--- src/hbvu_pkg.sv ---
package hbvu_pkg;

    // Coordinate format and falloff table size.
    localparam int COORD_FRAC_BITS  = 16;
    localparam int TRIG_TABLE_DEPTH = 256;
    localparam int K_BITS           = $clog2(TRIG_TABLE_DEPTH);

    // Flatten snap band, 0.1 in the coordinate format.
    localparam logic [33:0] FLAT_BAND = 34'(((1 << COORD_FRAC_BITS) + 5) / 10);

    // Brush modes.
    localparam logic [1:0] OP_RAISE   = 2'd0;
    localparam logic [1:0] OP_LOWER   = 2'd1;
    localparam logic [1:0] OP_FLATTEN = 2'd2;

    // Register map, indexed by paddr[3:2].
    localparam int         ADDR_BITS     = 4;
    localparam logic [1:0] REG_RADIUS    = 2'd0;
    localparam logic [1:0] REG_SPEED     = 2'd1;
    localparam logic [1:0] REG_BOOST     = 2'd2;
    localparam logic [30:0] RADIUS_RESET = 31'd327680;
    localparam logic [30:0] SPEED_RESET  = 31'd65536;
    localparam logic [15:0] BOOST_RESET  = 16'd512;

    // Square root pipeline: two result bits per stage.
    localparam int SQRT_STAGES    = 16;
    localparam int SQRT_STEPS     = 2;
    localparam int SQRT_REM_BITS  = 35;

    // Falloff arithmetic constants.
    localparam longint Q30_ONE       = 64'sd1073741824;
    localparam longint HALF_PI_Q30   = 64'sd1686629713;
    localparam longint SHADE_GAIN    = 64'sd19661;
    localparam longint TAYLOR_DENS [6] = '{132, 90, 56, 30, 12, 2};

    typedef struct packed {
        logic signed [31:0] vertex_x;
        logic signed [31:0] vertex_y;
        logic signed [31:0] vertex_z;
        logic signed [31:0] pick_x;
        logic signed [31:0] pick_y;
        logic signed [31:0] pick_z;
        logic [15:0]        frame_time;
        logic [1:0]         opcode;
        logic               boost;
        logic               apply;
    } t_in_item;

    typedef struct packed {
        logic signed [31:0] new_height;
        logic               inside_brush;
        logic [14:0]        highlight_shade;
    } t_out_item;

    typedef struct packed {
        logic [30:0] base_radius;
        logic [30:0] base_speed;
        logic [15:0] boost_multiplier;
    } t_cfg;

    // Per-item data that rides along the square root and divider stages.
    typedef struct packed {
        logic signed [31:0] vy;
        logic signed [31:0] py;
        logic [15:0]        ft;
        logic [1:0]         op;
        logic               apply;
        logic               in_brush;
        logic               below;
        logic               above;
        logic [30:0]        r;
        logic [30:0]        speed;
    } t_side;

    typedef logic [16:0] t_q16_lut [TRIG_TABLE_DEPTH];
    typedef logic [14:0] t_shade_lut [TRIG_TABLE_DEPTH];

    // cos(k/DEPTH * pi/2) in Q1.16 through a Taylor series in Q2.30.
    function automatic longint falloff_entry(input longint k);
        longint theta;
        longint t2;
        longint acc;
        longint prod;
        longint c;
        theta = (k * HALF_PI_Q30) / TRIG_TABLE_DEPTH;
        t2    = (theta * theta) >>> 30;
        acc   = Q30_ONE;
        for (int i = 0; i < 6; i++) begin
            prod = (t2 * acc) >>> 30;
            acc  = Q30_ONE - prod / TAYLOR_DENS[i];
            if (acc < 0) begin
                acc = 0;
            end
        end
        c = (acc + 64'sd8192) >>> 14;
        if (c > 64'sd65536) begin
            c = 64'sd65536;
        end
        return c;
    endfunction

    function automatic longint isqrt_const(input longint v);
        longint rem;
        longint res;
        longint bitv;
        rem  = v;
        res  = 0;
        bitv = 64'sd1 << 40;
        for (int i = 0; i < 21; i++) begin
            if (rem >= res + bitv) begin
                rem = rem - (res + bitv);
                res = (res >>> 1) + bitv;
            end else begin
                res = res >>> 1;
            end
            bitv = bitv >>> 2;
        end
        return res;
    endfunction

    function automatic t_q16_lut build_sqrt_lut();
        t_q16_lut lut;
        for (int k = 0; k < TRIG_TABLE_DEPTH; k++) begin
            lut[k] = 17'(isqrt_const(falloff_entry(longint'(k)) << 16));
        end
        return lut;
    endfunction

    function automatic t_shade_lut build_shade_lut();
        t_shade_lut lut;
        for (int k = 0; k < TRIG_TABLE_DEPTH; k++) begin
            lut[k] = 15'((SHADE_GAIN * falloff_entry(longint'(k)) + 64'sd32768) >>> 16);
        end
        return lut;
    endfunction

    localparam t_q16_lut   SQRT_C_LUT = build_sqrt_lut();
    localparam t_shade_lut SHADE_LUT  = build_shade_lut();

endpackage

--- src/hbvu_regs.sv ---
module hbvu_regs (
    input  logic                           i_clk,
    input  logic                           i_rst_n,
    input  logic                           psel,
    input  logic                           penable,
    input  logic                           pwrite,
    input  logic [hbvu_pkg::ADDR_BITS-1:0] paddr,
    input  logic [31:0]                    pwdata,
    output logic [31:0]                    prdata,
    output logic                           pready,
    output hbvu_pkg::t_cfg                 o_cfg
);

    hbvu_pkg::t_cfg r_cfg;
    logic           wr_en;

    assign pready = 1'b1;
    assign wr_en  = psel && penable && pwrite;
    assign o_cfg  = r_cfg;

    always_ff @(posedge i_clk) begin
        if (!i_rst_n) begin
            r_cfg.base_radius      <= hbvu_pkg::RADIUS_RESET;
            r_cfg.base_speed       <= hbvu_pkg::SPEED_RESET;
            r_cfg.boost_multiplier <= hbvu_pkg::BOOST_RESET;
        end else if (wr_en) begin
            case (paddr[3:2])
                hbvu_pkg::REG_RADIUS: r_cfg.base_radius      <= pwdata[30:0];
                hbvu_pkg::REG_SPEED:  r_cfg.base_speed       <= pwdata[30:0];
                hbvu_pkg::REG_BOOST:  r_cfg.boost_multiplier <= pwdata[15:0];
                default: ;
            endcase
        end
    end

    always_comb begin
        case (paddr[3:2])
            hbvu_pkg::REG_RADIUS: prdata = {1'b0, r_cfg.base_radius};
            hbvu_pkg::REG_SPEED:  prdata = {1'b0, r_cfg.base_speed};
            hbvu_pkg::REG_BOOST:  prdata = {16'd0, r_cfg.boost_multiplier};
            default:              prdata = 32'd0;
        endcase
    end

endmodule

--- config.mk ---
export PLATFORM = sky130hd
export DESIGN_NAME = hbvu_regs
export DESIGN_NICKNAME = d
export VERILOG_FILES = /design/src/hbvu_pkg.sv /design/src/hbvu_regs.sv
export SDC_FILE = /design/constraint.sdc
export NUM_CORES = 1
export LEC_CHECK = 0
export BUFFER_PORTS_ARGS = -buffer_cell sky130_fd_sc_hd__buf_2
export CORE_UTILIZATION = 43
export DETAILED_ROUTE_END_ITERATION = 6
export PLACE_DENSITY_LB_ADDON = 0.3
export SYNTH_ARGS = -nofsm -noshare
export SYNTH_HDL_FRONTEND = slang
export SYNTH_SLANG_ARGS = --single-unit
--- constraint.sdc ---
create_clock -name i_clk -period 1 [get_ports i_clk]
set_input_delay 0.1 -clock i_clk [delete_from_list [all_inputs] [get_ports i_clk]]
set_output_delay 0.1 -clock i_clk [all_outputs]
set_load 0.03 [all_outputs]
==> Yosys cells after proc, flatten, opt, wreduce, memory -nomap -nowiden <==
Index checks and enable logic that the tools add are counted.
{ "op_classes": {"n_eq_ne": 2, "n_mux": 1, "n_shift": 0, "n_lt_le_gt_ge": 0, "n_reduce_logical": 6, "bitwise": 0, "div_mod_pow": 0, "mul": 0, "add_sub_neg": 0} }
{ "op_table": {"columns": ["operator", "count"], "rows": [
  ["31-bit one-hot mux with 3 select lines", 1],
  ["2-bit AND reduction", 3],
  ["2-bit by 1-bit equality test with 1-bit output (second input constant)", 1],
  ["2-bit equality test (second input constant)", 1],
  ["1-bit logical AND", 2],
  ["2-bit logical NOT", 1]
]} }
{ "word_totals": {"input_bits": 41, "rom_bits": 0, "latch_bits": 0, "out_inout_bits": 111, "n_memories": 0, "mem_bits_rw": 0, "regBits": 78} }

==> Depth between registers and ports, before layout <==
{ "depth": {"depth_word": 3, "ltp_mapped": 7, "ltp_nobuf": 3} }

==> Worst setup path before layout <==
OpenSTA, ideal clock, no wires.
{ "synth_path": {"path_kind": "input to output", "from": "input port paddr[2] (netlist bit)", "to": "output port prdata[0]", "required_ps": 900, "arrival_ps": 1341, "stages": 4, "slack_ps": -441, "n_path_buf": 2, "cell_sequence": "buf_2 -> buf_2 -> mux2i_1 -> o21ai_0"} }
{ "synth_via": {"elab_chain_cells": 2, "word_cells_on_any_way": 4, "classes_between": "eq/ne (2); mux (1); reduce/logical (1)"} }
{ "synth_lines": {"columns": ["element", "line", "source"], "rows": [
  ["start, declared", "hbvu_regs.sv:7", "input logic [hbvu_pkg::ADDR_BITS-1:0] paddr,"],
  ["2-bit equality test, or another cell as far along", "hbvu_regs.sv:37", "case (paddr[3:2])"],
  ["31-bit one-hot mux with 3 select lines (*)", "hbvu_regs.sv:37", null],
  ["end, declared", "hbvu_regs.sv:9", "output logic [31:0] prdata,"]
]} }
Every way passes the cells marked *; elsewhere a longest branch is shown, timed or not.

==> Final worst setup path <==
{ "layout_path": {"from": "register r_cfg, in the netlist o_cfg[49]", "to": "output port prdata[2]"} }
{ "layout_via": {"elab_chain_cells": 1} }
{ "layout_lines": {"columns": ["element", "line", "source"], "rows": [
  ["start, declared", "hbvu_regs.sv:14", "hbvu_pkg::t_cfg r_cfg;"],
  ["31-bit one-hot mux with 3 select lines", "hbvu_regs.sv:37", null]
]} }
Every way passes these cells.

==> impl_metrics.json <==
{
  "largest_reg_flops": 78,
  "hold_depth": 3,
  "area_delta_synth_final_pct": 76.6,
  "io_pins": 152,
  "syn_nets": 425,
  "antenna_found_initial": 0,
  "grt_max_degree": 67,
  "final_common_cell": "buf_6",
  "power_density_mw_per_mm2": 1130,
  "vdd_drop_max_mv": 0.686,
  "seq_area_frac_synth_pct": 44.5,
  "drv_cap": 0,
  "violations": "setup timing",
  "cts_tree": "built",
  "p_int_mw": 5.34,
  "combPwrFrac_pct": 12.4,
  "finalWeightedCongestion": 0.785,
  "clkTransAtPathRegs_ns": 0.09,
  "fmax_ghz": 0.796,
  "clock_latency_ns": 0.34,
  "grt-ovfl-total": 0,
  "syn_inst": 384,
  "power_mw": 7.01,
  "pwr-share-clk_pct": 42.1,
  "vias": 3539,
  "drtIter0Drc": 101,
  "crit_arrival_ns": 1.16,
  "synth.yosys.warnings": 0,
  "worstReg2RegStart": "o_cfg[18]$_SDFFE_PN0P_",
  "rows": 32,
  "reg2reg_to": "o_cfg[18]$_SDFFE_PN0P_",
  "critPathCaptureType": "primary output",
  "hold_viol_final": 0,
  "port_buffers": 146,
  "wl_per_cell_um": 16.6,
  "layout_min_cycle_time_ns": 1.26,
  "core-area_mm2": 0.00781,
  "final-setup-viol-count": 75,
  "fin_setup_tns_ns": -5.77,
  "min-delay-start": "pwdata[22]",
  "place_hpwl_mm": 6.54,
  "final_cell_mix": "buf_6 (131), nand2_1 (120), mux2i_1 (99)",
  "fin_crit_sh_pct": 126,
  "place_ws_ns": -0.223,
  "die_w_um": 92.4,
  "finalInstanceArea_mm2": 0.00620,
  "min_to": "o_cfg[69]$_SDFFE_PN0P_",
  "critPathKind": "flop to primary output",
  "root_buffer": "clkbuf_8",
  "layout_setup_ws_ns": -0.257,
  "fp.dieH_um": 92.4,
  "worstPathRequired_ns": 0.90,
  "die_area_mm2": 0.00853,
  "drt_pass1_iterations": 4,
  "synth_edf_count": 0,
  "switching_power_mw": 1.67,
  "seqPwrFrac_pct": 45.5,
  "yosysTopAreaCell": "dfxtp_1",
  "avgSynthCellArea_um2": 9.15,
  "reg2reg_depth": 4,
  "placed_area_mm2": 0.00467,
  "syn_area_mm2": 0.00351,
  "post_drt_via_cell_ratio": 5.05,
  "n_antenna_cell": 0,
  "initial_core_util_pct": 45.0,
  "ys_seq_elements": 78,
  "synth-async-reset-ratio_pct": 0,
  "routed_wl_mm": 11.6,
  "track_usage_pct": 25.9,
  "nets": 635,
  "tritoncts.num_buffers": 9,
  "drive_gt1_share_pct": 59.9,
  "first_global_vias": 3464,
  "synth_top_area_share_pct": 44.5,
  "p_leak_nw": 2.90,
  "htreeDepth": 3,
  "clock_sinks": 78,
  "skew_ns": 0,
  "clk_path_buf_depth": 2,
  "synth-main-ff-cell": "dfxtp_1",
  "min_path_type": "input port to flop",
  "num-fill-cells": 498,
  "utilization_pct": 79.4,
  "r2r_slack_ns": 0.12,
  "grt_pass1_wl_mm": 17.2,
  "p_sw_share_pct": 23.8,
  "start_kind": "flop",
  "drc": 0,
  "antenna_left": 0,
  "rsz0062_at_grt": "true",
  "synth.distinct_cells": 19,
  "report.final.slew_viol_count": 0,
  "status": "complete, but fails checks",
  "yosys-top-cells-area": "dfxtp_1 (44%), mux2i_1 (31%), nand2_1 (13%), o21ai_0 (2.3%), clkbuf_1 (1.6%)",
  "crit_fanout": 2
}
## repair_timing
item	4_1_cts	5_1_grt
setup buffers	48	27
hold endpoints to repair	2	0
hold buffers	2	0
endpoints found under the setup margin	75	101
resized for setup	215	74
pin swaps	26	4
cloned	0	0
## kinds of logic after synthesis
kind of cell / synth area share, %
buf+inv: 5.20
other cells: 0.214
simple gates: 16.9
compound gates: 2.49
mux: 30.8
flops: 44.5
## power groups by stage
stage / Combinational [mW] / Clock (mW) / Sequential (mW)
2_1_floorplan: 0.378 / 0 / 3.33
3_3_place_gp: 0.696 / 0 / 3.25
3_5_place_dp: 0.706 / 0 / 3.25
4_1_cts: 0.830 / 2.96 / 3.18
5_1_grt: 0.921 / 3.11 / 3.19
6_report: 0.872 / 2.95 / 3.19
## cell usage after synthesis, drive strengths merged, types with 2 or more instances
cell	number
buf	17
clkbuf	15
conb	2
dfxtp	78
mux2i	108
nand2	120
nor2	15
nor2b	6
o21ai	16
## area by class of cell
type	instances	area (µm²)	share of cell area (%)
tap	102	128	2.06
timing repair buffer	231	2260	36.5
clock buffer	13	159	2.56
inverter	1	3.75	0.0605
clock inverter	3	90.1	1.45
multi-input combinational	273	1910	30.7
sequential	78	1650	26.6
## worst max-delay path, cell delays in order (launching register included)
cell and delay, ns:
dfxtp_2 0.36, mux2i_2 0.09, o21ai_2 0.19, buf_6 0.16
## worst max path at each step
| stage | start | endpoint | slack (ns) |
|---|---|---|---|
| 6_report | o_cfg[49]$_SDFFE_PN0P_ | prdata[2] | -0.26 |
| 5_1_grt | o_cfg[49]$_SDFFE_PN0P_ | prdata[2] | -0.29 |
| 4_1_cts | o_cfg[23]$_SDFFE_PN0P_ | prdata[7] | -0.18 |
| 3_5_place_dp | pwrite | o_cfg[54]$_SDFFE_PN0P_ | -0.22 |
| 3_3_place_gp | pwrite | o_cfg[52]$_SDFFE_PN0P_ | -0.16 |
| 2_1_floorplan | paddr[3] | o_cfg[10]$_SDFFE_PN0P_ | -0.06 |
## through the flow
step           instances  hold slack [ns]
2_1_floorplan        384            0.231
3_3_place_gp         623            0.357
3_5_place_dp         623            0.365
4_1_cts              689          0.00145
5_1_grt              701           0.0136
6_report             701           0.0152
## metal layers
metal / GRT usage, % / vias to the layer above / routed length, µm
li1: - / 1685 / -
met1: 30.3 / 1703 / 4620
met2: 46.9 / 135 / 6210
met3: 4.68 / 16 / 590
met4: 9.64 / 0 / 196
met5: 0 / - / 0
(Power assumes the default switching activity.)
