## src/hbvu_pkg.sv

```systemverilog
package hbvu_pkg;

    // Coordinate format and falloff table size.
    localparam int COORD_FRAC_BITS  = 16;
    localparam int TRIG_TABLE_DEPTH = 256;
    localparam int K_BITS           = $clog2(TRIG_TABLE_DEPTH);

    // Flatten snap band, 0.1 in the coordinate format.
    localparam logic [33:0] FLAT_BAND = 34'(((1 << COORD_FRAC_BITS) + 5) / 10);

    // Brush modes.
    localparam logic [1:0] OP_RAISE   = 2'd0;
    localparam logic [1:0] OP_LOWER   = 2'd1;
    localparam logic [1:0] OP_FLATTEN = 2'd2;

    // Register map, indexed by paddr[3:2].
    localparam int         ADDR_BITS     = 4;
    localparam logic [1:0] REG_RADIUS    = 2'd0;
    localparam logic [1:0] REG_SPEED     = 2'd1;
    localparam logic [1:0] REG_BOOST     = 2'd2;
    localparam logic [30:0] RADIUS_RESET = 31'd327680;
    localparam logic [30:0] SPEED_RESET  = 31'd65536;
    localparam logic [15:0] BOOST_RESET  = 16'd512;

    // Square root pipeline: two result bits per stage.
    localparam int SQRT_STAGES    = 16;
    localparam int SQRT_STEPS     = 2;
    localparam int SQRT_REM_BITS  = 35;

    // Falloff arithmetic constants.
    localparam longint Q30_ONE       = 64'sd1073741824;
    localparam longint HALF_PI_Q30   = 64'sd1686629713;
    localparam longint SHADE_GAIN    = 64'sd19661;
    localparam longint TAYLOR_DENS [6] = '{132, 90, 56, 30, 12, 2};

    typedef struct packed {
        logic signed [31:0] vertex_x;
        logic signed [31:0] vertex_y;
        logic signed [31:0] vertex_z;
        logic signed [31:0] pick_x;
        logic signed [31:0] pick_y;
        logic signed [31:0] pick_z;
        logic [15:0]        frame_time;
        logic [1:0]         opcode;
        logic               boost;
        logic               apply;
    } t_in_item;

    typedef struct packed {
        logic signed [31:0] new_height;
        logic               inside_brush;
        logic [14:0]        highlight_shade;
    } t_out_item;

    typedef struct packed {
        logic [30:0] base_radius;
        logic [30:0] base_speed;
        logic [15:0] boost_multiplier;
    } t_cfg;

    // Per-item data that rides along the square root and divider stages.
    typedef struct packed {
        logic signed [31:0] vy;
        logic signed [31:0] py;
        logic [15:0]        ft;
        logic [1:0]         op;
        logic               apply;
        logic               in_brush;
        logic               below;
        logic               above;
        logic [30:0]        r;
        logic [30:0]        speed;
    } t_side;

    typedef logic [16:0] t_q16_lut [TRIG_TABLE_DEPTH];
    typedef logic [14:0] t_shade_lut [TRIG_TABLE_DEPTH];

    // cos(k/DEPTH * pi/2) in Q1.16 through a Taylor series in Q2.30.
    function automatic longint falloff_entry(input longint k);
        longint theta;
        longint t2;
        longint acc;
        longint prod;
        longint c;
        theta = (k * HALF_PI_Q30) / TRIG_TABLE_DEPTH;
        t2    = (theta * theta) >>> 30;
        acc   = Q30_ONE;
        for (int i = 0; i < 6; i++) begin
            prod = (t2 * acc) >>> 30;
            acc  = Q30_ONE - prod / TAYLOR_DENS[i];
            if (acc < 0) begin
                acc = 0;
            end
        end
        c = (acc + 64'sd8192) >>> 14;
        if (c > 64'sd65536) begin
            c = 64'sd65536;
        end
        return c;
    endfunction

    function automatic longint isqrt_const(input longint v);
        longint rem;
        longint res;
        longint bitv;
        rem  = v;
        res  = 0;
        bitv = 64'sd1 << 40;
        for (int i = 0; i < 21; i++) begin
            if (rem >= res + bitv) begin
                rem = rem - (res + bitv);
                res = (res >>> 1) + bitv;
            end else begin
                res = res >>> 1;
            end
            bitv = bitv >>> 2;
        end
        return res;
    endfunction

    function automatic t_q16_lut build_sqrt_lut();
        t_q16_lut lut;
        for (int k = 0; k < TRIG_TABLE_DEPTH; k++) begin
            lut[k] = 17'(isqrt_const(falloff_entry(longint'(k)) << 16));
        end
        return lut;
    endfunction

    function automatic t_shade_lut build_shade_lut();
        t_shade_lut lut;
        for (int k = 0; k < TRIG_TABLE_DEPTH; k++) begin
            lut[k] = 15'((SHADE_GAIN * falloff_entry(longint'(k)) + 64'sd32768) >>> 16);
        end
        return lut;
    endfunction

    localparam t_q16_lut   SQRT_C_LUT = build_sqrt_lut();
    localparam t_shade_lut SHADE_LUT  = build_shade_lut();

endpackage

```

## src/hbvu_div_stage.sv

```systemverilog
module hbvu_div_stage (
    input  logic                         i_clk,
    input  logic                         i_rst_n,
    input  logic                         i_en,
    input  logic                         i_valid,
    input  hbvu_pkg::t_side              i_side,
    input  logic [31:0]                  i_rem,
    input  logic [hbvu_pkg::K_BITS-1:0]  i_quo,
    output logic                         o_valid,
    output hbvu_pkg::t_side              o_side,
    output logic [31:0]                  o_rem,
    output logic [hbvu_pkg::K_BITS-1:0]  o_quo
);

    logic                         r_valid;
    hbvu_pkg::t_side              r_side;
    logic [31:0]                  r_rem;
    logic [hbvu_pkg::K_BITS-1:0]  r_quo;
    logic [32:0]                  twice;
    logic [32:0]                  divisor;
    logic                         fits;

    // One restoring division step: the quotient bit of d*DEPTH/r.
    assign twice   = {i_rem, 1'b0};
    assign divisor = {2'b00, i_side.r};
    assign fits    = twice >= divisor;

    always_ff @(posedge i_clk) begin
        if (!i_rst_n) begin
            r_valid <= 1'b0;
        end else if (i_en) begin
            r_valid <= i_valid;
        end
    end

    always_ff @(posedge i_clk) begin
        if (i_en) begin
            r_side <= i_side;
            r_rem  <= fits ? 32'(twice - divisor) : twice[31:0];
            r_quo  <= {i_quo[hbvu_pkg::K_BITS-2:0], fits};
        end
    end

    assign o_valid = r_valid;
    assign o_side  = r_side;
    assign o_rem   = r_rem;
    assign o_quo   = r_quo;

endmodule

```

## config.mk

```make
export PLATFORM = sky130hd
export DESIGN_NAME = hbvu_div_stage
export DESIGN_NICKNAME = d
export VERILOG_FILES = /design/src/hbvu_pkg.sv /design/src/hbvu_div_stage.sv
export SDC_FILE = /design/constraint.sdc
export NUM_CORES = 1
export LEC_CHECK = 0
export BUFFER_PORTS_ARGS = -buffer_cell sky130_fd_sc_hd__buf_4
export CAP_MARGIN = 5
export CELL_PAD_IN_SITES_DETAIL_PLACEMENT = 1
export CELL_PAD_IN_SITES_GLOBAL_PLACEMENT = 1
export CORE_ASPECT_RATIO = 0.8
export CORE_MARGIN = 1.5
export CORE_UTILIZATION = 39
export CTS_CLUSTER_SIZE = 20
export DETAILED_ROUTE_END_ITERATION = 10
export PLACE_DENSITY = 0.94
export SLEW_MARGIN = 30
export SYNTH_ARGS = -nofsm -noshare
export SYNTH_HDL_FRONTEND = slang
export SYNTH_SLANG_ARGS = --single-unit
```

## constraint.sdc

```tcl
create_clock -name i_clk -period 4 [get_ports i_clk]
set_clock_uncertainty 0.15 [all_clocks]
set_input_delay 0.6 -clock i_clk [delete_from_list [all_inputs] [get_ports i_clk]]
set_output_delay 0.6 -clock i_clk [all_outputs]
set_load 0.1 [all_outputs]
```

# After elaboration in Yosys (flattened, before gate mapping)

Index checks and enable logic that the tools add are counted.

Input port bits: 192
Register bits: 189
Output and inout port bits: 189

Multiplexer cells: 1
$lt $le $gt $ge: 1
$add $sub $neg: 1

Operator list:

| cell                                         | count |
|---|---|
| greater-or-equal comparator 33 x 31 -> 1 bit | 1 |
| 2-to-1 mux 32 bit                            | 1 |
| subtractor 32 x 31 -> 32 bit                 | 1 |

# Longest topological paths before layout

Gate-level depths: netlist of the first run.

Depth in word-level cells: 2
Gate-level depth with buffers: 12

# Least setup slack after synthesis of the first run

OpenSTA, ideal clock, no wires.

Kind: in2reg
Start point: in i_side[39] (netlist name)
End point: reg r_rem[5] (netlist: o_rem[5]), data pin
Setup slack: 1167 ps
Arrival: 2417 ps
Library setup time: 266 ps
Cell stages on the path: 11
Buffers on the path: 2
Cell sequence: inv_1 ha_1 buf_6 a21oi_2 o21ai_2 a41o_1 o21ai_2 nand2_2 o31ai_4 buf_6 o31ai_2

Cells in the longest elaborated chain, start to end: 2

Ends and longest elaborated chain:

| what                                         | RTL line             | RTL |
|---|---|---|
| start: declaration                           | hbvu_div_stage.sv:6  | `input hbvu_pkg::t_side i_side,` |
| greater-or-equal comparator 33 x 31 -> 1 bit | hbvu_div_stage.sv:26 | `assign fits = twice >= divisor;` |
| 2-to-1 mux 32 bit                            | hbvu_div_stage.sv:39 | `r_rem <= fits ? 32'(twice - divisor) : twice[31:0];` |
| end signal: assignment                       | hbvu_div_stage.sv:39 |  |
| end: declaration                             | hbvu_div_stage.sv:17 | `logic [31:0] r_rem;` |

No other way between the ends.
A chain may end at the register's enable or synchronous reset.

# Worst setup path in the final report of the first run

Start point: in i_side[42] (netlist name)
End point: reg r_rem[30] (netlist: o_rem[30]), data pin

Cells in the longest elaborated chain, start to end: 2

Ends and longest elaborated chain:

| what                                                                                                | RTL line |
|---|---|
| subtractor 32 x 31 -> 32 bit / greater-or-equal comparator 33 x 31 -> 1 bit (equally long branches) | hbvu_div_stage.sv:39, hbvu_div_stage.sv:26 |
| 2-to-1 mux 32 bit *                                                                                 | hbvu_div_stage.sv:39 |

Mark *: on every way between the ends. The rest lies on a longest branch, timed or not.

==> out/metrics.cfg, run 1 <==
[setup_path]
slowest_delay_ns = 0.49
crit_path_cell_trace = buf_4 -> inv_1 -> ha_1 -> nand4_1 -> nor2_1 -> o211a_1 -> nor3_1 -> o41ai_1 -> xnor2_1 -> o21ai_2
endpoint = o_rem[30]
cp-end-kind = register
criticalPathCategory = input port to register
reg2reg_setup_slack_ns = 3.25
reg2reg_from = o_valid
rr_endpoint = o_valid
critPathSlowestCell = o41ai_1
path_max_fanout = 7
startpoint = i_side[42]
cp.arrival_ns = 3.00
r2r_cells = 2
cp.required_ns = 4.03
worst_setup_path_start_kind = input port

[floorplanning]
dieArea_um2 = 21600
fp-row-count = 46
core-area_um2 = 20100
initial_utilization_pct = 40.3
chipWidth_um = 164
io_pins = 381
die_y_um = 132

[sta]
setup_viol_count_final = 0
rsz0062_at_grt = no
period_share_pct = 74.2
fmax_mhz = 337
min_period_ns = 2.97
maxSlewHeadroom_pct = 51.5
worst_pin_slew_ns = 0.727
slew_viol_final = 0
hold_violations = 0
tns_ns = 0

[pwr]
leakage_uw = 0.00510
power_uw = 6520
power_density_nw_per_um2 = 549
ir_drop_uv = 294

[finish]
area_growth_pct = 46.6
instances_no_fill = 1221
filler_cell_count = 2052
nets = 1166
final_util_pct = 59.1
drive_above_1_share_pct = 50.3

[placement]
place_inst = 1187
io_buffers = 379
dpl.hpwl_mm = 22.9
place_congestion = 0.853

[synthesis]
synth_common_cells = edfxtp_1 (188), inv_1 (43), nand2_1 (37), a21oi_1 (33), ha_1 (31)
synth_top_area_share_pct = 69.8
yosys-top-cells-area = edfxtp_1 (70%), ha_1 (4.8%), o21ai_2 (2.9%)
syn-instance-count = 551
seq_area_frac_synth_pct = 70.0
synth_top_flop_cell = edfxtp_1
yosys_warnings = 0
synth_async_sr_flop_share_pct = 0
ys_ff_latch = 189
syn_area_um2 = 8090
synth_most_common_cell = edfxtp_1
syn_nets = 775
syn_area_per_cell_um2 = 14.7
synthDistinctLibCells = 49
synth_top_area_cell = edfxtp_1
synth_edf_count = 188

[route]
detail-route-antenna-nets = 0
wl_mm = 30.0
viasPerCell = 5.12
drtPass1Iterations = 5
first_iter_violations = 366
drt-wirelength-per-cell_um = 24.5
drc_errors = 0
vias = 6255

[clock_tree]
cts_resized = 0
root_buffer = clkbuf_16
cts_max_path_buffers = 2
cts_buffers = 17
htree_num_levels = 4
ctsHoldBuffers = 0
cts_sinks = 189
clock_latency_ns = 0.43
clkTransAtPathRegs_ns = 0.09
cts_setup_buffers = 0
cts_tree = built

[global_routing]
grt.total_usage_pct = 27.4
grt_first_pass_wirelength_mm = 42.8
grt_max_degree = 83
grt_pass1_vias = 6744
grt_overflow = 0
antenna_found_initial = 3

[hold_path]
hold_class = input port to register

[run_status]
status = completed

[job]
maxCapViolCount = 0

## metrics by stage
| stage | hold WS (ns) | setup WS (ns) | cell area, µm² |
|---|---|---|---|
| after floorplan | 0.549 | 1.17 | 8090 |
| after global placement | 0.352 | 0.721 | 11200 |
| after detailed placement | 0.366 | 0.617 | 11200 |
| after CTS | 0.161 | 1.06 | 11900 |
| after global routing | 0.156 | 0.919 | 11900 |
| final | 0.172 | 1.03 | 11900 |
## per-layer routing
metal / part of all wire (%) / GRT usage, % / vias up / wire, µm
li1: - / - / 2844 / -
met1: 37 / 30.2 / 3114 / 11200
met3: 7.9 / 8.90 / 54 / 2370
met5: 0.023 / 0 / - / 7
met4: 3.0 / 9.70 / 2 / 902
met2: 52 / 49.1 / 241 / 15500
## layout make-up
class | instances | area, µm² | share of cell area (%)
antenna | 2 | 5.00 | 0.0422
clock buffer | 17 | 425 | 3.59
clock inverter | 15 | 193 | 1.62
inverter | 43 | 161 | 1.36
multi-input combinational | 308 | 2170 | 18.3
sequential | 189 | 5670 | 47.7
tap | 264 | 330 | 2.78
timing repair buffer | 383 | 2920 | 24.6
## report_power, final
group | leakage [µW] | internal [µW] | switching, µW
Combinational | 0.00295 | 513 | 1790
Sequential | 0.00185 | 2400 | 64.9
Clock | 0.000298 | 853 | 895
Total | 0.00510 | 3760 | 2750
## logic make-up (layout without fill, tap and decap cells)
group	count (synthesis)	in the layout	synth area share, %
xor+xnor	24	24	2.60
other cells	0	2	0
flops	189	189	70.0
simple gates	123	123	7.41
mux	1	1	0.124
fa+ha+maj	32	32	5.04
compound gates	128	128	11.6
buf+inv	54	458	3.22
## cell usage in the layout (no fill, tap or decap), types with 3 or more instances in the layout
cell type	n
ha_1	31
nor3_1	11
a21boi_0	4
clkbuf_16	17
a21oi_1	33
a31oi_1	3
o211ai_1	3
nand2_1	37
clkinv_8	8
xnor2_1	13
nand2_2	25
o21a_1	5
inv_1	43
nor2b_1	3
o31ai_2	4
o21ai_2	27
nand3_1	8
buf_4	379
inv_6	3
buf_12	3
nand4_1	7
xor2_1	11
o21ai_0	14
a21o_1	7
a21oi_2	4
nor2_1	22
o21bai_1	6
a211oi_1	3
edfxtp_1	188
## worst max-delay path: cells and delay by family
kind	cells	cell delay, ns
AND/OR/NAND/NOR	3	0.71
XOR/XNOR	1	0.19
buffers and inverters	2	0.15
AO/OA/AOI/OAI	3	0.86
adder cells (fa/ha/maj)	1	0.48
## worst min path at each step
stage / start / to / slack [ns] / cells after the start
after floorplan: i_quo[0] / o_quo[1] / 0.55 / 0
after global placement: o_valid / o_valid / 0.35 / 2
after detailed placement: o_valid / o_valid / 0.37 / 2
after CTS: i_side[106] / o_side[106] / 0.16 / 1
after global routing: i_side[143] / o_side[143] / 0.16 / 1
final: i_side[95] / o_side[95] / 0.17 / 1
## registers in the layout (all words and copies together) (netlist names)
register / cells
o_side: 148
o_valid: 1
o_rem: 32
o_quo: 8
(Power assumes the default switching activity.)
==> inputs of run 2 (changes only) <==
--- a/config.mk
+++ b/config.mk
@@ -11,10 +11,10 @@
 export CELL_PAD_IN_SITES_GLOBAL_PLACEMENT = 1
 export CORE_ASPECT_RATIO = 0.8
 export CORE_MARGIN = 1.5
-export CORE_UTILIZATION = 39
+export CORE_UTILIZATION = 33
 export CTS_CLUSTER_SIZE = 20
 export DETAILED_ROUTE_END_ITERATION = 10
-export PLACE_DENSITY = 0.94
+export PLACE_DENSITY = 0.86
 export SLEW_MARGIN = 30
 export SYNTH_ARGS = -nofsm -noshare
 export SYNTH_HDL_FRONTEND = slang
==> constraint.sdc (replaced) <==
create_clock -name i_clk -period 2.73 [get_ports i_clk]
set_clock_uncertainty 0.15 [all_clocks]
set_input_delay 0.4095 -clock i_clk [delete_from_list [all_inputs] [get_ports i_clk]]
set_output_delay 0.4095 -clock i_clk [all_outputs]
set_load 0.1 [all_outputs]
==> run 2 against run 1 <==
Against the previous run: sequential power rose by 48%; utilization fell by 0.83 points; design area rose by 19%; non-clock buffer count rose by 236; hold slack got worse by 0.16 ns; worst setup slack got worse by 0.87 ns; flip-flop and latch count did not move; routed wire length rose by 28%; clock power rose by 50%; register-to-register slack got worse by 1.3 ns.
==> out/metrics.cfg, run 2 (synthesis gave the netlist of run 1 again) <==
[finish]
final_util_pct = 58.2  ; -0.83 points
mostFrequentLayoutCells = buf_4 (463), edfxtp_1 (188), dlygate4sd3_1 (150)
filler_cell_count = 2441  ; +19%
largest_reg_flops = 148  ; unchanged
final_common_cell = buf_4
nets = 1402  ; +20%
drive_above_1_share_pct = 47.3  ; -3.0 points
area_growth_pct = 74.1

[clock_tree]
root_buffer = clkbuf_16
cts_tree = built
clkTransAtPathRegs_ns = 0.08  ; about the same
cts_setup_buffers = 0  ; unchanged
cts_sinks = 189  ; unchanged
cts_buffers = 17  ; unchanged
htree_num_levels = 4  ; unchanged
cts_max_path_buffers = 2  ; unchanged
clock_latency_ns = 0.44  ; about the same

[route]
drt-wirelength-per-cell_um = 25.2  ; +2.8%
drc_errors = 0  ; unchanged
first_iter_violations = 561  ; +53%
viasPerCell = 4.93  ; -3.8%
vias = 7473  ; +19%
detail-route-antenna-nets = 0  ; unchanged
wl_mm = 38.2  ; +28%
drtPass1Iterations = 4  ; -1

[global_routing]
grt_max_degree = 60  ; -28%
grt_first_pass_wirelength_mm = 51.2  ; +20%
grt_overflow = 0  ; unchanged
grt_pass1_vias = 7987  ; +18%
antenna_found_initial = 7  ; +4
grt.total_usage_pct = 28.1  ; +0.64 points

[pwr]
p_seq_share_pct = 36.3  ; -1.5 points
combPwrFrac_pct = 37.7  ; +2.3 points
ir_drop_uv = 405  ; +38%
p_sw_share_pct = 41.2  ; -1.1 points
leakage_uw = 0.00613  ; +20%
switchingPower_uw = 4140  ; +50%
intPower_uw = 5920  ; +57%
power_density_nw_per_um2 = 714  ; +30%
clock_power_share_pct = 26.0  ; -0.8 points

[sta]
hold_slack_ns = 0.0127  ; -0.160 ns
maxSlewHeadroom_pct = 61.1  ; +9.6 points
setup_viol_count_final = 0  ; unchanged
worst_pin_slew_ns = 0.583  ; -0.145 ns
slew_viol_final = 0  ; unchanged
hold_violations = 0  ; unchanged
rsz0062_at_grt = no
period_share_pct = 93.9
min_period_ns = 2.56
tns_ns = 0  ; unchanged
fmax_mhz = 390

[setup_path]
critPathSlowestCell = ha_1
slowest_delay_ns = 0.38  ; -0.11 ns
crit_path_cell_trace = buf_4 -> inv_1 -> ha_1 -> a21oi_2 -> o21ai_2 -> a41o_1 -> o21ai_2 -> nand2_2 -> o31ai_4 -> buf_4 -> nor3_1 -> a21o_1
worst_setup_path_start_kind = input port
path_max_fanout = 16  ; +9
cp.required_ns = 2.79  ; -1.24 ns
cp-end-kind = register
criticalPathCategory = input port to register
cp.arrival_ns = 2.62  ; -0.38 ns

[placement]
io_buffers = 379  ; unchanged
dpl.hpwl_mm = 23.7  ; +3.8%
place_congestion = 0.890  ; +4.2%

[floorplanning]
die_y_um = 143  ; +8.5%
dieArea_um2 = 25500  ; +18%
initial_utilization_pct = 33.5  ; -6.8 points
core-area_um2 = 24200  ; +20%
io_pins = 381  ; unchanged
chipWidth_um = 178  ; +8.6%
fp-row-count = 51  ; +11%

[hold_path]
hold_class = input port to register

[job]
maxCapViolCount = 0  ; unchanged

[run_status]
status = completed

run 2: cell count changes in the layout (fill, tap and decap cells not counted), moves of 2 or more:
cell | before | now
diode_2 | 2 | 7
dlygate4sd3_1 | 0 | 150
clkbuf_1 | 0 | 4
bufinv_16 | 0 | 2
buf_12 | 3 | 5
buf_4 | 379 | 463
clkinv_8 | 8 | 0
run 2: cell type report:
cell class / count / area [µm²] / share of cell area, %
antenna: 7 / 17.5 / 0.124
clock inverter: 11 / 134 / 0.950
clock buffer: 21 / 440 / 3.13
tap: 318 / 398 / 2.82
timing repair buffer: 619 / 5090 / 36.1
inverter: 43 / 161 / 1.15
multi-input combinational: 308 / 2180 / 15.5
sequential: 189 / 5670 / 40.2
run 2: repair_timing:
| action | CTS | global route |
|---|---|---|
| hold buffers | 147 | 3 |
| hold endpoints to repair | 147 | 3 |
| endpoints found under the setup margin | 0 | 5 |
| resized for setup | 0 | 2 |
run 2: through the flow:
stage	total power (µW)	instance area, µm²	std cells	setup WS, ns
final	10100	14100	1516	0.167
after global routing	10300	14100	1513	0.0170
after CTS	9930	14000	1506	0.0436
after detailed placement	7200	12000	1327	-0.402
after global placement	7120	12000	1327	-0.379
after floorplan	6130	8090	551	0.0876
run 2: power groups by stage:
stage / registers [µW] / clock network, µW / logic, µW
2_1_floorplan: 5610 / 0 / 523
3_3_place_gp: 3650 / 0 / 3470
3_5_place_dp: 3680 / 0 / 3530
4_1_cts: 3620 / 2590 / 3720
5_1_grt: 3670 / 2760 / 3890
6_report: 3650 / 2620 / 3790
run 2: path summary, 6_finish.rpt:
kind	from	to	slack [ns]	depth (start not counted)
min	i_side[141]	o_side[141]	0.01	1
max reg2reg	o_valid	o_valid	1.91	2
max	i_side[37]	o_rem[31]	0.17	12
min reg2reg	o_valid	o_valid	0.44	2
run 2: layer usage:
layer  GRT usage (%)  share of wire, %  vias to the layer above
li1                -                 -                     3319
met1            30.8                37                     3709
met2            50.2                51                      345
met3            8.12               7.3                       96
met4            12.7               4.5                        4
met5               0             0.058                        -
run 2: critical path: cells and delay by family:
| kind | cells | cell delay, ns |
|---|---|---|
| AOI/OAI and AO/OA | 6 | 1.16 |
| adders and majority gates | 1 | 0.38 |
| buffers and inverters | 3 | 0.46 |
| and+or+nand+nor | 2 | 0.19 |
