$ cat src/hbvu_pkg.sv
package hbvu_pkg;

    // Coordinate format and falloff table size.
    localparam int COORD_FRAC_BITS  = 16;
    localparam int TRIG_TABLE_DEPTH = 256;
    localparam int K_BITS           = $clog2(TRIG_TABLE_DEPTH);

    // Flatten snap band, 0.1 in the coordinate format.
    localparam logic [33:0] FLAT_BAND = 34'(((1 << COORD_FRAC_BITS) + 5) / 10);

    // Brush modes.
    localparam logic [1:0] OP_RAISE   = 2'd0;
    localparam logic [1:0] OP_LOWER   = 2'd1;
    localparam logic [1:0] OP_FLATTEN = 2'd2;

    // Register map, indexed by paddr[3:2].
    localparam int         ADDR_BITS     = 4;
    localparam logic [1:0] REG_RADIUS    = 2'd0;
    localparam logic [1:0] REG_SPEED     = 2'd1;
    localparam logic [1:0] REG_BOOST     = 2'd2;
    localparam logic [30:0] RADIUS_RESET = 31'd327680;
    localparam logic [30:0] SPEED_RESET  = 31'd65536;
    localparam logic [15:0] BOOST_RESET  = 16'd512;

    // Square root pipeline: two result bits per stage.
    localparam int SQRT_STAGES    = 16;
    localparam int SQRT_STEPS     = 2;
    localparam int SQRT_REM_BITS  = 35;

    // Falloff arithmetic constants.
    localparam longint Q30_ONE       = 64'sd1073741824;
    localparam longint HALF_PI_Q30   = 64'sd1686629713;
    localparam longint SHADE_GAIN    = 64'sd19661;
    localparam longint TAYLOR_DENS [6] = '{132, 90, 56, 30, 12, 2};

    typedef struct packed {
        logic signed [31:0] vertex_x;
        logic signed [31:0] vertex_y;
        logic signed [31:0] vertex_z;
        logic signed [31:0] pick_x;
        logic signed [31:0] pick_y;
        logic signed [31:0] pick_z;
        logic [15:0]        frame_time;
        logic [1:0]         opcode;
        logic               boost;
        logic               apply;
    } t_in_item;

    typedef struct packed {
        logic signed [31:0] new_height;
        logic               inside_brush;
        logic [14:0]        highlight_shade;
    } t_out_item;

    typedef struct packed {
        logic [30:0] base_radius;
        logic [30:0] base_speed;
        logic [15:0] boost_multiplier;
    } t_cfg;

    // Per-item data that rides along the square root and divider stages.
    typedef struct packed {
        logic signed [31:0] vy;
        logic signed [31:0] py;
        logic [15:0]        ft;
        logic [1:0]         op;
        logic               apply;
        logic               in_brush;
        logic               below;
        logic               above;
        logic [30:0]        r;
        logic [30:0]        speed;
    } t_side;

    typedef logic [16:0] t_q16_lut [TRIG_TABLE_DEPTH];
    typedef logic [14:0] t_shade_lut [TRIG_TABLE_DEPTH];

    // cos(k/DEPTH * pi/2) in Q1.16 through a Taylor series in Q2.30.
    function automatic longint falloff_entry(input longint k);
        longint theta;
        longint t2;
        longint acc;
        longint prod;
        longint c;
        theta = (k * HALF_PI_Q30) / TRIG_TABLE_DEPTH;
        t2    = (theta * theta) >>> 30;
        acc   = Q30_ONE;
        for (int i = 0; i < 6; i++) begin
            prod = (t2 * acc) >>> 30;
            acc  = Q30_ONE - prod / TAYLOR_DENS[i];
            if (acc < 0) begin
                acc = 0;
            end
        end
        c = (acc + 64'sd8192) >>> 14;
        if (c > 64'sd65536) begin
            c = 64'sd65536;
        end
        return c;
    endfunction

    function automatic longint isqrt_const(input longint v);
        longint rem;
        longint res;
        longint bitv;
        rem  = v;
        res  = 0;
        bitv = 64'sd1 << 40;
        for (int i = 0; i < 21; i++) begin
            if (rem >= res + bitv) begin
                rem = rem - (res + bitv);
                res = (res >>> 1) + bitv;
            end else begin
                res = res >>> 1;
            end
            bitv = bitv >>> 2;
        end
        return res;
    endfunction

    function automatic t_q16_lut build_sqrt_lut();
        t_q16_lut lut;
        for (int k = 0; k < TRIG_TABLE_DEPTH; k++) begin
            lut[k] = 17'(isqrt_const(falloff_entry(longint'(k)) << 16));
        end
        return lut;
    endfunction

    function automatic t_shade_lut build_shade_lut();
        t_shade_lut lut;
        for (int k = 0; k < TRIG_TABLE_DEPTH; k++) begin
            lut[k] = 15'((SHADE_GAIN * falloff_entry(longint'(k)) + 64'sd32768) >>> 16);
        end
        return lut;
    endfunction

    localparam t_q16_lut   SQRT_C_LUT = build_sqrt_lut();
    localparam t_shade_lut SHADE_LUT  = build_shade_lut();

endpackage

$ cat src/hbvu_sqrt_stage.sv
module hbvu_sqrt_stage (
    input  logic                                   i_clk,
    input  logic                                   i_rst_n,
    input  logic                                   i_en,
    input  logic                                   i_valid,
    input  hbvu_pkg::t_side                        i_side,
    input  logic [63:0]                            i_rad,
    input  logic [hbvu_pkg::SQRT_REM_BITS-1:0]     i_rem,
    input  logic [31:0]                            i_root,
    output logic                                   o_valid,
    output hbvu_pkg::t_side                        o_side,
    output logic [63:0]                            o_rad,
    output logic [hbvu_pkg::SQRT_REM_BITS-1:0]     o_rem,
    output logic [31:0]                            o_root
);

    logic                                r_valid;
    hbvu_pkg::t_side                     r_side;
    logic [63:0]                         r_rad;
    logic [hbvu_pkg::SQRT_REM_BITS-1:0]  r_rem;
    logic [31:0]                         r_root;
    logic [63:0]                         n_rad;
    logic [hbvu_pkg::SQRT_REM_BITS-1:0]  n_rem;
    logic [31:0]                         n_root;
    logic [hbvu_pkg::SQRT_REM_BITS-1:0]  shifted;
    logic [hbvu_pkg::SQRT_REM_BITS-1:0]  trial;

    // Each step brings down two radicand bits and settles one root bit.
    always_comb begin
        n_rad  = i_rad;
        n_rem  = i_rem;
        n_root = i_root;
        shifted = '0;
        trial   = '0;
        for (int s = 0; s < hbvu_pkg::SQRT_STEPS; s++) begin
            shifted = {n_rem[hbvu_pkg::SQRT_REM_BITS-3:0], n_rad[63:62]};
            trial   = hbvu_pkg::SQRT_REM_BITS'({n_root, 2'b01});
            if (shifted >= trial) begin
                n_rem  = shifted - trial;
                n_root = {n_root[30:0], 1'b1};
            end else begin
                n_rem  = shifted;
                n_root = {n_root[30:0], 1'b0};
            end
            n_rad = {n_rad[61:0], 2'b00};
        end
    end

    always_ff @(posedge i_clk) begin
        if (!i_rst_n) begin
            r_valid <= 1'b0;
        end else if (i_en) begin
            r_valid <= i_valid;
        end
    end

    always_ff @(posedge i_clk) begin
        if (i_en) begin
            r_side <= i_side;
            r_rad  <= n_rad;
            r_rem  <= n_rem;
            r_root <= n_root;
        end
    end

    assign o_valid = r_valid;
    assign o_side  = r_side;
    assign o_rad   = r_rad;
    assign o_rem   = r_rem;
    assign o_root  = r_root;

endmodule

$ cat config.mk
export PLATFORM = sky130hd
export DESIGN_NAME = hbvu_sqrt_stage
export DESIGN_NICKNAME = d
export VERILOG_FILES = /design/src/hbvu_pkg.sv /design/src/hbvu_sqrt_stage.sv
export SDC_FILE = /design/constraint.sdc
export NUM_CORES = 1
export LEC_CHECK = 0
export BUFFER_PORTS_ARGS = -buffer_cell sky130_fd_sc_hd__buf_2
export CORE_AREA = 3 3 218 220
export CTS_CLUSTER_SIZE = 10
export DETAILED_ROUTE_END_ITERATION = 6
export DIE_AREA = 0 0 221 223
export PLACE_DENSITY = 0.53
export RECOVER_POWER = 25
export SETUP_SLACK_MARGIN = 0.5
export SYNTH_ARGS = -nofsm -noshare
export SYNTH_HDL_FRONTEND = slang
export SYNTH_SLANG_ARGS = --single-unit
$ cat constraint.sdc
create_clock -name i_clk -period 5.4 [get_ports i_clk]
set_clock_uncertainty 0.1 [all_clocks]
set_input_delay 0.54 -clock i_clk [delete_from_list [all_inputs] [get_ports i_clk]]
set_output_delay 0.54 -clock i_clk [all_outputs]
set_load 0.01 [all_outputs]
# ---- Word-level counts from Yosys, hierarchy flattened
# Cells that the tools add are included.
dict set report op_classes {
  n_lt_le_gt_ge 2
  add_sub_neg 2
  n_mux 4
}
# operator count
set ops {}
lappend ops {{$ge A35 B34 Y1} 2}
lappend ops {{$mux W35} 1}
lappend ops {{$sub A35 B34 Y35} 1}
lappend ops {{$mux W33} 1}
lappend ops {{$sub A33 B33 Y33} 1}
lappend ops {{$mux W1} 2}
dict set report word_totals {
  word_cells 22
  register_bits 276
  out_inout_bits 280
  input_bits 283
}

# ---- Depth between registers and ports, before layout
# Gate-level depths: netlist (run 1).
dict set report logic_depth {
  word_depth 4
  ltp_mapped 27
  depth_no_buf 26
}

# ---- Least setup slack after synthesis (run 1)
# No wires, ideal clock.
dict set report synth_path {
  path_kind {input-to-reg}
  from {input i_root[18]}
  to {register r_rem (netlist bit o_rem[18]) (data pin)}
  setup_ps 260
  cell_stages 24
  slack_ps -90
  required_ps 5040
  arrival_ps 5130
  path_buffers 3
  path_cell_list {inv_1 ha_1 a21o_1 a221o_1 a221o_1 o21ai_4 nand3_4 clkbuf_1 clkbuf_1 nand2_1 nand2_1 ha_1 a21o_1 a21o_1 a21oi_1 o221a_2 o21ai_0 a21oi_1 nor3b_1 a211oi_4 nand2_2 o211ai_4 buf_12 mux2_4}
}
dict set report synth_via {
  elab_chain_cells 4
  word_cells_on_any_way 7
  classes_between {2 x add/sub; 2 x order compare; 3 x mux}
}
# element line
set synth_lines {}
lappend synth_lines {{start, declared} hbvu_sqrt_stage.sv:9} ;# input logic [31:0] i_root,
lappend synth_lines {{$ge A35 B34 Y1 (*)} hbvu_sqrt_stage.sv:38} ;# if (shifted >= trial) begin
lappend synth_lines {{$mux W1 (*)} hbvu_sqrt_stage.sv:38}
lappend synth_lines {{net n_root[1]} hbvu_sqrt_stage.sv:24} ;# logic [31:0] n_root;
lappend synth_lines {{$sub A35 B34 Y35 / $ge A35 B34 Y1 (equally long branches)} {hbvu_sqrt_stage.sv:39, hbvu_sqrt_stage.sv:38}}
lappend synth_lines {{$mux W35 (*)} hbvu_sqrt_stage.sv:38}
lappend synth_lines {{net n_rem (one bit)} hbvu_sqrt_stage.sv:23} ;# logic [hbvu_pkg::SQRT_REM_BITS-1:0] n_rem;
lappend synth_lines {{end signal, assigned} hbvu_sqrt_stage.sv:61} ;# r_rem <= n_rem;
lappend synth_lines {{end, declared} hbvu_sqrt_stage.sv:20} ;# logic [hbvu_pkg::SQRT_REM_BITS-1:0] r_rem;
# The timed path passes the listed nets; every way through them passes the cells marked *.
# A chain may end at the register's enable or synchronous reset.

# ---- Final worst setup path (run 1)
dict set report layout_path {
  from {input i_root[18]}
  to {register r_rem (netlist bit o_rem[4]) (data pin)}
}
dict set report layout_via {
  elab_chain_cells 4
  word_cells_on_any_way 7
  classes_between {2 x add/sub; 2 x order compare; 3 x mux}
}
# element line
set layout_lines {}
lappend layout_lines {{$ge A35 B34 Y1 / $sub A33 B33 Y33 (equally long branches)} {hbvu_sqrt_stage.sv:38, hbvu_sqrt_stage.sv:39}}
lappend layout_lines {{$mux W33 / $mux W1 (equally long branches)} hbvu_sqrt_stage.sv:38}
lappend layout_lines {{$sub A35 B34 Y35 / $ge A35 B34 Y1 (equally long branches)} {hbvu_sqrt_stage.sv:39, hbvu_sqrt_stage.sv:38}}
lappend layout_lines {{$mux W35 (*)} hbvu_sqrt_stage.sv:38}
lappend layout_lines {{net n_rem (one bit)} hbvu_sqrt_stage.sv:23}
# Marks and branches as above.

==> flow_summary.ini, run 1 <==
[grt]
antenna_found_initial = 32
grt.total_usage_pct = 22.3
overflow = 0
grt_pass1_wl_mm = 80.0
grt_max_degree = 137
grt_pass1_vias = 11600

[setup_path]
endpoint = o_rem[4]
critPathArrivalTime_ns = 5.31
reg2regPathDepth = 2
worstPathRequired_ns = 5.59
r2r-end = o_valid
r2r-start = o_valid
cp-startpoint = i_root[18]
worst-path-max-fanout = 5
r2r_slack_ns = 4.70
crit_type = primary input to flip-flop
start_kind = primary input
cp-end-kind = flip-flop

[cts]
cts-buffers-inserted = 36
cts_htree_levels = 2
clk_pin_slew_ns = 0.06
cts_tree = done
insertion_delay_ns = 0.53
cts.sinks = 276
cts_root_buf = clkbuf_16
clockBufferDepth = 3

[pwr]
leakage_nw = 9.19
irDropWorstVdd_mv = 0.254
total_power_w = 0.00753
p_per_area_nw_per_um2 = 360

[die]
rows = 78
start_util_pct = 28.5
die_h_um = 223
die_x_um = 221
die-area_um2 = 49300
coreArea_um2 = 45500
num_io_pins = 563

[route]
drt-total-wl_mm = 58.5
first_iter_violations = 685
drc = 0
ant_nets = 0
vias_per_cell = 4.70
vias = 11600
wl_per_cell_um = 23.6
firstDrtPassIters = 6

[sta]
drv_slew = 0
setup_viol_count_final = 0
layout_min_cycle_time_ns = 5.12
rsz0062_at_grt = true
fin_tns_setup_ns = 0
post-route-period-util_pct = 94.9
max_freq_ghz = 0.195
hold_viol = 0
slew-limit-headroom_pct = 43.7
worstMarginPinSlew_ns = 0.844

[logic_synthesis]
synth_edf_count = 275
synthDistinctLibCells = 70
synthCells = 972
syn_avg_cell_area_um2 = 13.3
synth-seq-cells = 276
netlist.area_leader.share_pct = 63.8
async_flop_share_pct = 0
synth_top_area_cell = edfxtp_1
synth_flop_cell = edfxtp_1
syn_area_um2 = 12900
yosysWarnings = 0
ys_top_cells_by_count = edfxtp_1 (275), a21oi_1 (92), nor2_1 (71)
yosysSeqAreaShare_pct = 64.0
yosysMostFrequentCell = edfxtp_1
synth.area.top_cells = edfxtp_1 (64%), ha_1 (6.6%), a21oi_1 (3.6%)

[layout]
drive_gt1_share_pct = 57.4
fillers = 4309
area_delta_synth_final_pct = 61.5
nNetsFinal = 2200

[place]
place_congestion = 0.923
hpwl_mm = 46.2
port_buffers = 556

[status]
status = completed

[run]
cap_viol_max_count = 0

[hold_path]
hp-class = primary input to flip-flop
[worst max-delay path, stage by stage]
cell and delay (ns):
clkbuf_1 0.22, inv_8 0.05, ha_4 0.23, a21o_1 0.16, a221o_1 0.35, a221o_1 0.41
o21ai_4 0.19, nand3_4 0.14, buf_12 0.17, buf_6 0.13, buf_4 0.14, nor2_4 0.09
nor2_4 0.06, ha_4 0.29, nand4_1 0.13, buf_4 0.17, o31ai_4 0.31, o2111ai_4 0.18
a211oi_4 0.32, nand2_2 0.10, o211ai_4 0.21, buf_6 0.16, buf_6 0.10, buf_12 0.12
mux2_2 0.33
[sequential cells by signal, summed over array words and instances, names as in the netlist]
signal,count
o_valid,1
o_side,148
o_rad,60
o_rem,35
o_root,32
[through the flow]
step | instance area, um^2 | utilization [%] | cells | hold slack [ns] | setup slack, ns
finish | 20900 | 46.0 | 2475 | 0.0759 | 0.276
detailed placement | 18400 | 40.5 | 2354 | 0.420 | -0.439
global route | 20900 | 45.9 | 2467 | 0.0341 | 0.143
global placement | 18400 | 40.5 | 2354 | 0.397 | -0.344
floorplan | 13200 | - | 975 | 0.438 | 0.232
CTS | 19900 | 43.7 | 2428 | 0.0338 | 0.471
[cells by family (layout without fill, tap and decap cells)]
kind of cell               Yosys count  after routing  synth area share [%]
other                                1             13                0.0290
muxes                               19             19                  1.89
adders and majority gates           68             68                  6.57
AOI/OAI and AO/OA                  247            247                  12.4
xor gates and xnor gates            56             56                  3.85
and+or+nand+nor                    228            228                  8.58
DFF                                276            276                  64.0
buffers and inverters               77            968                  2.72
[how the worst min path moves through the flow]
stage	startpoint	endpoint	depth (start not counted)
after CTS	i_side[48]	o_side[48]	1
final	i_side[132]	o_side[132]	1
after floorplan	o_valid	o_valid	2
after detailed placement	o_valid	o_valid	2
after global placement	o_valid	o_valid	2
after global routing	i_side[146]	o_side[146]	1
[routing by layer]
metal	track usage (%)	wire (um)	vias up
li1	-	-	5419
met2	38.8	29500	447
met3	9.07	5240	113
met1	24.9	21500	5628
met5	0	237	-
met4	7.31	2000	36
[power breakdown]
group / leakage (nW) / switching, W / internal (W)
Combinational: 6.00 / 0.00132 / 0.00130
Clock: 0.490 / 0.000922 / 0.00126
Sequential: 2.70 / 0.0000633 / 0.00266
Total: 9.19 / 0.00231 / 0.00522
[placed cells by master (no fill, tap or decap), types with 9 or more instances in the layout]
master	count
o21ai_2	11
buf_6	21
inv_2	14
inv_1	33
edfxtp_1	275
buf_4	273
nand2b_1	12
a21oi_1	63
xor2_1	12
diode_2	9
ha_4	24
mux2_4	11
nand2_1	63
xnor2_1	41
a21o_1	24
o21a_1	13
nor2b_1	10
a21oi_2	26
o21ai_0	27
nor2_1	47
clkbuf_1	19
buf_2	538
ha_1	42
nand4_1	9
clkbuf_16	38
nor2_4	17
[timing repair]
item / in CTS / in global routing
setup buffers: 16 / 36
hold buffers: 0 / 0
cloned: 3 / 2
pin swaps: 14 / 51
endpoints found under the setup margin: 36 / 36
gates resized for setup: 52 / 182
[area by class of cell]
type / instances / area (um^2) / share of cell area, %
Tap cell: 600 / 751 / 3.59
Clock inverter: 10 / 90.1 / 0.431
Timing Repair Buffer: 860 / 5380 / 25.7
Sequential cell: 276 / 8280 / 39.6
Multi-Input combinational cell: 622 / 5230 / 25.0
Antenna cell: 9 / 22.5 / 0.108
Clock buffer: 45 / 935 / 4.47
Inverter: 53 / 224 / 1.07
(Power assumes the default switching activity.)
==> run 2: changes to the inputs <==
CELL_PAD_IN_SITES_DETAIL_PLACEMENT = 1   (was default)
CELL_PAD_IN_SITES_GLOBAL_PLACEMENT = 2   (was default)
CORE_AREA = default   (was 3 3 218 220)
CORE_MARGIN = 3   (was default)
CORE_UTILIZATION = 27   (was default)
DIE_AREA = default   (was 0 0 221 223)
HOLD_SLACK_MARGIN = 0.03   (was default)
PLACE_DENSITY = 0.75   (was 0.53)
==> flow_summary.ini, run 2 (synthesized netlist as in run 1, its figures left out) <==
[status]
status = completed

[setup_path]
r2r-start = o_valid
worstPathRequired_ns = 5.59
reg2regPathDepth = 2
start_kind = primary input
worst-path-max-fanout = 3
r2r-end = o_valid
critPathArrivalTime_ns = 5.19
r2r_slack_ns = 4.68
cp-startpoint = i_root[2]
crit_type = primary input to flip-flop
cp-end-kind = flip-flop

[layout]
fin_area_um2 = 20800
largest_register_ffs = 148
layout_common_cells = buf_2 (536), edfxtp_1 (275), buf_4 (274), a21oi_1 (63), nand2_1 (61)
final_common_cell = buf_2
area_delta_synth_final_pct = 60.8
drive_gt1_share_pct = 56.8
fillers = 5145
fin_cells = 2491
nNetsFinal = 2197

[die]
die_h_um = 225
num_io_pins = 563
die_x_um = 225
coreArea_um2 = 47000
die-area_um2 = 50600
rows = 79
start_util_pct = 27.6

[sta]
hold_viol = 0
rsz0062_at_grt = true
max_freq_ghz = 0.200
layout_min_cycle_time_ns = 4.99
slew-limit-headroom_pct = 40.7
setup_viol_count_final = 0
worstMarginPinSlew_ns = 0.889
post-route-period-util_pct = 92.5
drv_slew = 0

[cts]
cts_root_buf = clkbuf_16
cts-buffers-inserted = 36
cts.sinks = 276
clockBufferDepth = 3
cts_hold_repair.buffers = 0
insertion_delay_ns = 0.54
cts_htree_levels = 2
clk_pin_slew_ns = 0.06
cts_tree = done

[hold_path]
hold_start = i_side[94]
hp-class = primary input to flip-flop
hold_end = o_side[94]
holdPathStages = 1

[grt]
grt.total_usage_pct = 24.8
grt_pass1_vias = 12600
grt_pass1_wl_mm = 90.1
grt_max_degree = 129
overflow = 0
antenna_found_initial = 38

[route]
wl_per_cell_um = 26.3
first_iter_violations = 682
vias = 11900
drt-total-wl_mm = 65.6
ant_nets = 0
firstDrtPassIters = 5
vias_per_cell = 4.77
drc = 0

[pwr]
power_switching_share_pct = 30.8
power.switching_w = 0.00236
total_power_w = 0.00766
sequentialPowerShare_pct = 35.8
p_int_w = 0.00530
irDropWorstVdd_mv = 0.240
pwr-share-clk_pct = 30.5
p_per_area_nw_per_um2 = 368
leakage_nw = 9.20
combPwrFrac_pct = 33.8

[place]
placedCellCount = 2369
place_congestion = 0.910
port_buffers = 556
dpl_cell_area_um2 = 18500
hpwl_mm = 52.5

[run]
cap_viol_max_count = 0
-- run 2: layer usage --
layer	vias to the layer above	track usage, %	part of all wire, %
met3	91	7.95	8.1
li1	5416	-	-
met4	34	5.91	2.1
met2	420	42.9	50
met1	5921	30.1	39
met5	-	0	0.35
-- run 2: layout make-up --
type | count | area, um^2 | share of cell area [%]
Inverter | 53 | 226 | 1.09
Sequential cell | 276 | 8280 | 39.8
Clock buffer | 48 | 967 | 4.65
Timing Repair Buffer | 857 | 5320 | 25.5
Clock inverter | 11 | 134 | 0.643
Multi-Input combinational cell | 622 | 5090 | 24.5
Tap cell | 607 | 759 | 3.65
Antenna cell | 17 | 42.5 | 0.204
-- run 2: worst max-delay path by stage --
stage                           end  slack (ns)  cells past startpoint
after floorplan           o_rem[18]        0.23                     23
after global placement    o_rem[33]       -0.41                     27
after detailed placement  o_rem[32]       -0.50                     26
after CTS                 o_rem[13]        0.46                     33
after global routing      o_rem[16]        0.11                     34
final                     o_rem[32]        0.41                     26
-- run 2: power groups by stage --
stage,sequential (W),clock [W],combinational [W]
floorplan,0.00290,0,0.000968
global placement,0.00278,0,0.00221
detailed placement,0.00278,0,0.00225
CTS,0.00274,0.00239,0.00248
global route,0.00276,0.00248,0.00277
finish,0.00274,0.00233,0.00259
-- run 2: metrics by stage --
step                hold slack [ns]  utilization (%)  setup TNS [ns]  setup slack, ns
floorplan                     0.438                -               0            0.232
global placement              0.392             39.4          -10.32           -0.407
detailed placement            0.415             39.4          -13.35           -0.500
CTS                          0.0330             43.5               0            0.456
global route                 0.0428             44.3               0            0.112
finish                       0.0672             44.3               0            0.406
-- run 2: what timing repair did --
| item | CTS | global route |
|---|---|---|
| pin swaps | 50 | 43 |
| buffers inserted | 34 | 9 |
| resized for setup | 116 | 80 |
| gates cloned | 2 | 1 |
| endpoints found under the setup margin | 35 | 36 |
-- run 2: critical path: stages --
cell and delay [ns]:
clkbuf_1 0.10, inv_2 0.06, ha_4 0.25, a2111oi_4 0.31, o21ai_2 0.13, nand3_2 0.12
a211oi_2 0.07, buf_4 0.15, o21a_1 0.18, o21a_1 0.19, o21ai_2 0.16, a21oi_1 0.09
a211o_1 0.30, mux2_4 0.32, or2_4 0.26, ha_4 0.16, buf_4 0.15, a21oi_1 0.16
o21bai_1 0.09, a21oi_1 0.25, o21ai_0 0.21, a21oi_1 0.20, nor2b_1 0.07, a311oi_2 0.29
xnor2_1 0.11, mux2_4 0.26
==> run 3: changes to the inputs <==
ABC_AREA = 1   (was default)
CORE_MARGIN = 5   (was 3)
CORE_UTILIZATION = 26   (was 27)
==> flow_summary.ini, run 3 <==
[pwr]
p_per_area_nw_per_um2 = 375
irDropWorstVdd_mv = 0.201
leakage_nw = 8.70

[place]
hpwl_mm = 54.7
port_buffers = 556
placedCellCount = 2553
place_congestion = 0.913

[setup_path]
r2r-start = o_valid
reg2regPathDepth = 2
worst-path-max-fanout = 15
start_kind = primary input
worstPathRequired_ns = 5.56
critPathArrivalTime_ns = 4.72
crit_path_frequent_cell = nand2_1
r2r-end = o_valid
slowest_delay_ns = 0.37
cp-end-kind = flip-flop
r2r_slack_ns = 4.48
crit_type = primary input to flip-flop
cp_slowest_cell = ha_1

[logic_synthesis]
synthCells = 1188
synthDistinctLibCells = 51
synth_top_area_cell = edfxtp_1
netlist.area_leader.share_pct = 62.0
synth.area.top_cells = edfxtp_1 (62%), nand2_1 (7.2%), ha_1 (6.4%)
synth-seq-cells = 276
async_flop_share_pct = 0
yosysSeqAreaShare_pct = 62.2
yosysWarnings = 0
syn_avg_cell_area_um2 = 11.2
synth_edf_count = 275
ys_top_cells_by_count = edfxtp_1 (275), nand2_1 (254), inv_1 (131)
yosysMostFrequentCell = edfxtp_1
synth_flop_cell = edfxtp_1
syn_area_um2 = 13300

[grt]
grt_pass1_wl_mm = 89.8
grt_max_degree = 98
overflow = 0
antenna_found_initial = 32
grt.total_usage_pct = 22.1
grt_pass1_vias = 12700

[sta]
fin_tns_setup_ns = 0
setup_viol_count_final = 0
post-route-period-util_pct = 84.5
rsz0062_at_grt = false
hold_viol = 0
max_freq_ghz = 0.219
slew-limit-headroom_pct = 41.9
worstMarginPinSlew_ns = 0.872
drv_slew = 0
layout_min_cycle_time_ns = 4.56

[die]
die_h_um = 236
die-area_um2 = 55800
start_util_pct = 26.1
num_io_pins = 563
coreArea_um2 = 51000
rows = 83
die_x_um = 236

[cts]
postCtsSetupRepairBufs = 0
insertion_delay_ns = 0.52
clk_pin_slew_ns = 0.06
cts.sinks = 276
cts_htree_levels = 2
cts_root_buf = clkbuf_16
cts-buffers-inserted = 36
cts_hold_repair.buffers = 0
clockBufferDepth = 3
cts_tree = done

[layout]
nNetsFinal = 2262
ff_latch_area_um2 = 8280
layout_common_cells = buf_2 (548), edfxtp_1 (275), nand2_1 (254), buf_4 (142), inv_1 (131)
final_common_cell = buf_2
area_delta_synth_final_pct = 42.7
fillers = 5934
largest_register_ffs = 148
fin_cells = 2616
drive_gt1_share_pct = 40.4
multi_input_area_um2 = 4410

[route]
vias_per_cell = 4.56
wl_per_cell_um = 24.7
first_iter_violations = 581
vias = 11900
met3_length_mm = 4.42
ant_nets = 0
topRoutingLayerUsed = met5
firstDrtPassIters = 7
drt-total-wl_mm = 64.6
met2_length_mm = 34.0
drc = 0
met1_length_mm = 24.7

[run]
cap_viol_max_count = 0

[hold_path]
hp-class = primary input to flip-flop
holdPathStages = 1
hold_start = i_side[128]
hold_end = o_side[128]

[status]
status = completed
[run 3: metal layers]
metal	vias up	track usage, %
li1	5592	-
met1	5866	25.3
met2	371	41.2
met3	90	6.22
met4	22	4.37
met5	-	0
[run 3: worst max-delay path by stage]
stage / startpoint / to / depth (start not counted)
global placement: i_root[1] / o_rem[20] / 30
floorplan: i_root[1] / o_rem[26] / 27
finish: i_root[1] / o_rem[20] / 30
detailed placement: i_root[8] / o_rem[1] / 24
CTS: i_root[1] / o_rem[1] / 29
global route: i_root[16] / o_rem[10] / 28
[run 3: logic make-up (layout without fill, tap and decap cells)]
group / after synthesis / after routing / share of synthesized area (%)
xor+xnor: 49 / 49 / 3.22
fa+ha+maj: 68 / 68 / 6.39
flops: 276 / 276 / 62.2
simple gates: 421 / 421 / 13.9
compound gates: 220 / 220 / 9.42
buf+inv: 153 / 890 / 4.83
other cells: 1 / 12 / 0.0282
[run 3: where the power goes]
group | switching (W) | internal, W
logic | 0.00130 | 0.000900
clock network | 0.000926 | 0.00126
registers | 0.0000687 | 0.00266
total | 0.00230 | 0.00482
[run 3: cell type report]
type	count	share of cell area, %
repair buffers	700	20.5
clock inverters	12	0.527
clock buffers	43	4.88
multi-input cells	762	23.2
diodes	8	0.105
flip-flops and latches	276	43.6
inverters	135	2.73
well taps	680	4.48
[run 3: worst max-delay path, delay by kind of cell]
family	cells	cell delay [ns]
simple gates	9	0.78
buf+inv	7	0.79
fa+ha+maj	2	0.68
compound gates	11	1.76
xor+xnor	1	0.17
[run 3: per-stage QoR]
stage	utilization (%)	setup WS [ns]	instance area (um^2)	hold WS, ns	power [W]
6_report	37.3	0.836	19000	0.0793	0.00712
5_1_grt	37.2	0.484	19000	0.0435	0.00751
2_1_floorplan	-	1.18	13300	0.455	0.00383
4_1_cts	37.2	0.796	19000	0.0412	0.00724
3_3_place_gp	35.2	0.259	17900	0.503	0.00497
3_5_place_dp	35.2	0.214	17900	0.534	0.00500
[run 3: repair_timing]
item | 4_1_cts | 5_1_grt
hold endpoints to repair | 0 | 0
gates resized for setup | 0 | 3
endpoints found under the setup margin | 0 | 1
